<file path="config.mk">
export PLATFORM = sky130hd
export DESIGN_NAME = bct_cell
export DESIGN_NICKNAME = d
export VERILOG_FILES = /design/src/rtl/core/bct_pkg.sv /design/src/rtl/core/bct_cell.sv
export SDC_FILE = /design/constraint.sdc
export NUM_CORES = 1
export LEC_CHECK = 0
export ABC_AREA = 1
export BUFFER_PORTS_ARGS = -buffer_cell sky130_fd_sc_hd__clkbuf_2
export CORE_AREA = 2 2 166 168
export DETAILED_ROUTE_END_ITERATION = 6
export DIE_AREA = 0 0 168 170
export PLACE_DENSITY = 0.76
export SYNTH_ARGS = -nofsm -noshare
export SYNTH_HDL_FRONTEND = slang
export SYNTH_SLANG_ARGS = --single-unit
</file>
<file path="constraint.sdc">
create_clock -name clock -period 5.6 [get_ports clock]
set_clock_uncertainty 0.15 [all_clocks]
set_input_delay 0.84 -clock clock [delete_from_list [all_inputs] [get_ports clock]]
set_output_delay 0.84 -clock clock [all_outputs]
set_load 0.02 [all_outputs]
</file>
<file path="src/rtl/core/bct_pkg.sv">
// shared types and constants for the box collision table
`timescale 1ns / 1ps
package bct_pkg;

   localparam int TABLE_ENTRIES = 64;
   localparam int CNT_W = $clog2(TABLE_ENTRIES + 1);
   localparam int IDX_W = (TABLE_ENTRIES > 1) ? $clog2(TABLE_ENTRIES) : 1;
   localparam int NEAREST_W = 6;
   localparam int REQ_DATA_W = 112;
   localparam int RSP_DATA_W = 16;

   typedef enum logic [1:0] {
      MODE_CLEAR   = 2'd0,
      MODE_ADD     = 2'd1,
      MODE_OVERLAP = 2'd2,
      MODE_LINE    = 2'd3
   } mode_type;

   // one stored box, edges precomputed at add time
   typedef struct packed {
      logic signed [15:0] pos_x;
      logic signed [16:0] box_x;
      logic signed [17:0] box_x_end;
      logic signed [16:0] box_y;
      logic signed [17:0] box_y_end;
   } entry_type;

   // query as it travels down the chain
   typedef struct packed {
      mode_type           mode;
      logic signed [16:0] qx;
      logic signed [17:0] qx_end;
      logic signed [16:0] qy;
      logic signed [17:0] qy_end;
      logic signed [15:0] px;
      logic signed [15:0] py;
      logic signed [17:0] lo;
      logic signed [17:0] hi;
      logic               dir_pos;
      logic               dir_neg;
   } query_type;

   // running answer handed from cell to cell
   typedef struct packed {
      logic               collides;
      logic               have;
      logic signed [15:0] best_x;
      logic [IDX_W-1:0]   best_idx;
      logic               overflow;
   } partial_type;

endpackage

</file>
<file path="src/rtl/core/bct_cell.sv">
// one table cell: holds a box and updates the passing query answer
`timescale 1ns / 1ps
module bct_cell
   import bct_pkg::*;
(
   input  logic             clock,
   input  logic             reset,
   input  logic [IDX_W-1:0] cell_idx,
   input  logic             active,
   input  logic             wr_en,
   input  entry_type        wr_entry,
   input  logic             v_in,
   input  query_type        q_in,
   input  partial_type      p_in,
   output logic             v_out,
   output query_type        q_out,
   output partial_type      p_out
);

   entry_type   entry_ff;
   logic        v_ff;
   query_type   q_ff;
   partial_type p_ff;
   partial_type p_in_next;
   logic        hit_ovl;
   logic        line_ok;
   logic        take_right;
   logic        take_left;

   always_comb begin
      hit_ovl = active && (q_in.mode == MODE_OVERLAP) &&
                (q_in.qx <= entry_ff.box_x_end) && (q_in.qx_end >= entry_ff.box_x) &&
                (q_in.qy_end >= entry_ff.box_y) && (q_in.qy <= entry_ff.box_y_end);
      line_ok = active && (q_in.mode == MODE_LINE) &&
                (entry_ff.pos_x >= q_in.lo) && (entry_ff.pos_x <= q_in.hi) &&
                (q_in.py >= entry_ff.box_y) && (q_in.py <= entry_ff.box_y_end);
      // strict compare keeps the earlier entry on a tie
      take_right = q_in.dir_pos && (entry_ff.pos_x >= q_in.px) &&
                   (!p_in.have || (entry_ff.pos_x < p_in.best_x));
      take_left  = q_in.dir_neg && (entry_ff.pos_x <= q_in.px) &&
                   (!p_in.have || (entry_ff.pos_x > p_in.best_x));
      p_in_next = p_in;
      p_in_next.collides = p_in.collides | hit_ovl;
      if (line_ok && (take_right || take_left)) begin
         p_in_next.have     = 1'b1;
         p_in_next.best_x   = entry_ff.pos_x;
         p_in_next.best_idx = cell_idx;
      end
   end

   always_ff @(posedge clock) begin
      if (wr_en) begin
         entry_ff <= wr_entry;
      end
      q_ff <= q_in;
      p_ff <= p_in_next;
      if (reset) begin
         v_ff <= 1'b0;
      end else begin
         v_ff <= v_in;
      end
   end

   assign v_out = v_ff;
   assign q_out = q_ff;
   assign p_out = p_ff;

endmodule

</file>
Word level (Yosys, flattened, before mapping). Cells that the tools add are included.

Input port bits: 264. Register bits: 254.

$lt $le $gt $ge: 12. Reduce and logical (&&, ||, !) cells: 19. Equality and inequality tests: 2. Muxes and demuxes: 1. Bitwise logic cells: 1.

Operators with widths (number): $ge 18x17->1 (2); $le 16x18->1 (2); $le 17x18->1 (2); $mux 22 (1); $ge 16x18->1 (1); $ge 16x17->1 (1); $ge 16x16->1 (1); $gt 16x16->1 (1); $le 16x16->1 (1); $lt 16x16->1 (1); $logic_and 1x1->1 (15); $eq 2x2->1 const B (2); $logic_or 1x1->1 (3); $logic_not 1->1 (1); $or 1x1->1 (1).

Logic depth before layout (Yosys ltp).
Depth in word-level cells: 8. Depth in mapped cells: 21.

Least setup slack after synthesis. No wires, ideal clock.

Path type: input to register. Start point: input port q_in[37] (netlist bit). End point: register p_ff (netlist bit p_out[13]). Stages: 13. Arrival: 2356 ps. Path buffers: 1. Data required time: 5337 ps. Setup time: 113 ps. Setup slack: 2981 ps. Cells stage by stage: inv_1 > ha_1 > nand2_2 > nor2_2 > nand2_1 > or3_1 > nand3_2 > nand3_4 > nor2_8 > nand2_4 > buf_6 > nand2_1 > nand2_1.

RTL lines: start, declared (RTL line bct_cell.sv:13) `input query_type q_in,`; end signal, assigned (RTL line bct_cell.sv:56) `p_ff <= p_in_next;`; end, declared (RTL line bct_cell.sv:23) `partial_type p_ff;`.

==> reports/metrics.yaml <==
synth:
  syn_area_um2: 11200
  ys.flop_type: "dfxtp_1"
  synthesis.nets: 1591
  async_flop_share_pct: 0
  synth.distinct_cells: 31
  yosysWarningCount: 0
  syn_inst: 1152
  syn_avg_cell_area_um2: 9.76
  synth-seq-area-share_pct: 52.9
  synth_edf_count: 86
  synth-seq-cells: 254
layout:
  syn2layout_area_growth_pct: 30.3
  final_core_util_pct: 55.0
  final_nets: 2046
  final_cell_mix: "clkbuf_2, nand2_1, inv_1, ha_1, dfxtp_1"
  drive_gt1_share_pct: 29.9
  final_cells: 1970
  layout_commonest_cell: "clkbuf_2"
worst_setup_path:
  r2r_cells: 16
  cp.arrival_ns: 3.36
  critPathRequiredTime_ns: 5.87
  critPathKind: "flip-flop to flip-flop"
  cp_max_fo: 23
  startpoint_type: "flip-flop"
  end_kind: "flip-flop"
sta:
  hold_viol: 0
  rsz0062_at_grt: "false"
  worst_slack_ns: 2.51
  tightestPinTransition_ns: 0.723
  post-route-period-util_pct: 55.2
  finalMaxSlewViolations: 0
  period_needed_ns: 3.09
  slew_headroom_pct: 51.8
  setup_viol_count_final: 0
  fin_setup_tns_ns: 0
  clock.fmax_ghz: 0.323
min_path:
  hold-path-cell-count: 1
  hold_class: "input port to flip-flop"
drt:
  vias: 9295
  drc: 0
  initialDrtViolationCount: 415
  avgViaCountPerCell: 4.72
  ant_nets: 0
  finalWirelength_mm: 31.5
  wl_per_cell_um: 16.0
  first_pass_iters: 4
clocking:
  path_clk_slew_ns: 0.06
  numCtsBuffers: 27
  cts-root-buf: "clkbuf_16"
  cts_tree: "built"
  cts.path.max_buffers: 3
  post_cts_buffers: 0
  postCtsResizedCells: 0
  clock_latency_ns: 0.54
  htree_levels: 1
  clock_sinks: 254
  cts_hold_buf: 0
floorplan:
  pin_count: 432
  die-area_um2: 28600
  rows: 60
  start_util_pct: 42.2
  core_um2: 26700
  dieHeight_um: 170
  die_x_um: 168
global_route:
  grt_max_degree: 48
  grt_overflow: 0
  grt_first_pass_wirelength_mm: 47.5
  track_usage_pct: 21.5
  antenna_found_initial: 2
  grt_pass1_vias: 9418
pwr:
  irDropWorstVdd_mv: 0.246
  power_density_nw_per_um2: 311
  p_leak_nw: 8.15
placed_design:
  pre_cts_slack_ns: 2.18
  dp_cells: 1919
  dp_hpwl_mm: 25.9
  gp_congestion: 0.904
  io_buffers: 431
run:
  maxCapViolCount: 0
outcome:
  status: "finished, final reports clean"
==> routing by layer <==
metal  GRT usage [%]  wire (µm)  part of all wire (%)
met3            5.26       2250                   7.1
met1            23.1      11800                    37
met4            8.62       1330                   4.2
met2            40.4      16200                    51
met5               0         13                 0.041
==> sequential cells by signal, summed over array words and instances, names as in the netlist <==
signal / count
v_out: 1
q_out: 142
entry_ff: 86
p_out: 25
==> through the flow <==
stage | hold slack (ns) | instance area (µm²) | power [mW]
2_1_floorplan | 0.324 | 11200 | 2.53
3_3_place_gp | 0.385 | 13800 | 2.82
3_5_place_dp | 0.385 | 13800 | 2.85
4_1_cts | 0.236 | 14600 | 4.61
5_1_grt | 0.236 | 14600 | 4.77
6_report | 0.265 | 14700 | 4.56
==> power by group <==
group | switching [mW] | internal, mW
combinational | 0.454 | 0.279
sequential | 0.0473 | 2.03
clock | 0.751 | 1.01
total | 1.25 | 3.31
==> synthesized netlist by cell type (all sizes together) (5+ instances only) <==
cell type | number | area (µm²)
nand2 | 247 | 942
inv | 222 | 833
ha | 175 | 2190
dfxtp | 168 | 3360
edfxtp | 86 | 2580
nor2 | 69 | 290
nand3 | 63 | 333
a21oi | 52 | 260
o21ai | 19 | 95.1
nand4 | 15 | 93.8
nor3 | 8 | 40.0
a21o | 6 | 45.0
buf | 6 | 55.1
o21bai | 5 | 37.5
==> cell families (layout without fill, tap and decap cells) <==
kind of cell	after synthesis	in the layout	share of synthesized area, %
compound gates	87	87	4.25
fa+ha+maj	175	175	19.5
buf+inv	228	704	7.90
flops	254	254	52.9
other cells	0	1	0
simple gates	408	408	15.5
==> final cells by class <==
cell class / count / area (µm²)
Antenna cell: 1 / 2.50
Clock buffer: 31 / 712
Clock inverter: 19 / 156
Fill cell: 2316 / 12000
Inverter: 222 / 833
Multi-Input combinational cell: 670 / 4410
Sequential cell: 254 / 5950
Tap cell: 341 / 427
Timing Repair Buffer: 432 / 2170
==> worst paths after layout <==
kind | start | endpoint | slack [ns]
worst min-delay path | q_in[15] | q_out[15]$_DFF_P_ | 0.26
worst max-delay path | entry_ff[85]$_DFFE_PP_ | p_out[13]$_DFF_P_ | 2.51
worst max register to register | entry_ff[85]$_DFFE_PP_ | p_out[13]$_DFF_P_ | 2.51
worst min register to register | entry_ff[70]$_DFFE_PP_ | p_out[7]$_DFF_P_ | 0.40
==> critical path, cell delays in order (launching register included) <==
cell and delay (ns):
edfxtp_1 0.57, ha_1 0.47, nand2_1 0.08, inv_1 0.06
nand3_1 0.08, nor2_1 0.24, nand2_1 0.11, nand2_1 0.07
nand2_1 0.06, nand3_1 0.07, nand2_1 0.06, inv_1 0.05
nand2_1 0.05, nand2_2 0.38, nand2_4 0.27, nand2_1 0.12
nand2_1 0.06
No activity file was read; power rests on OpenSTA's default activity.
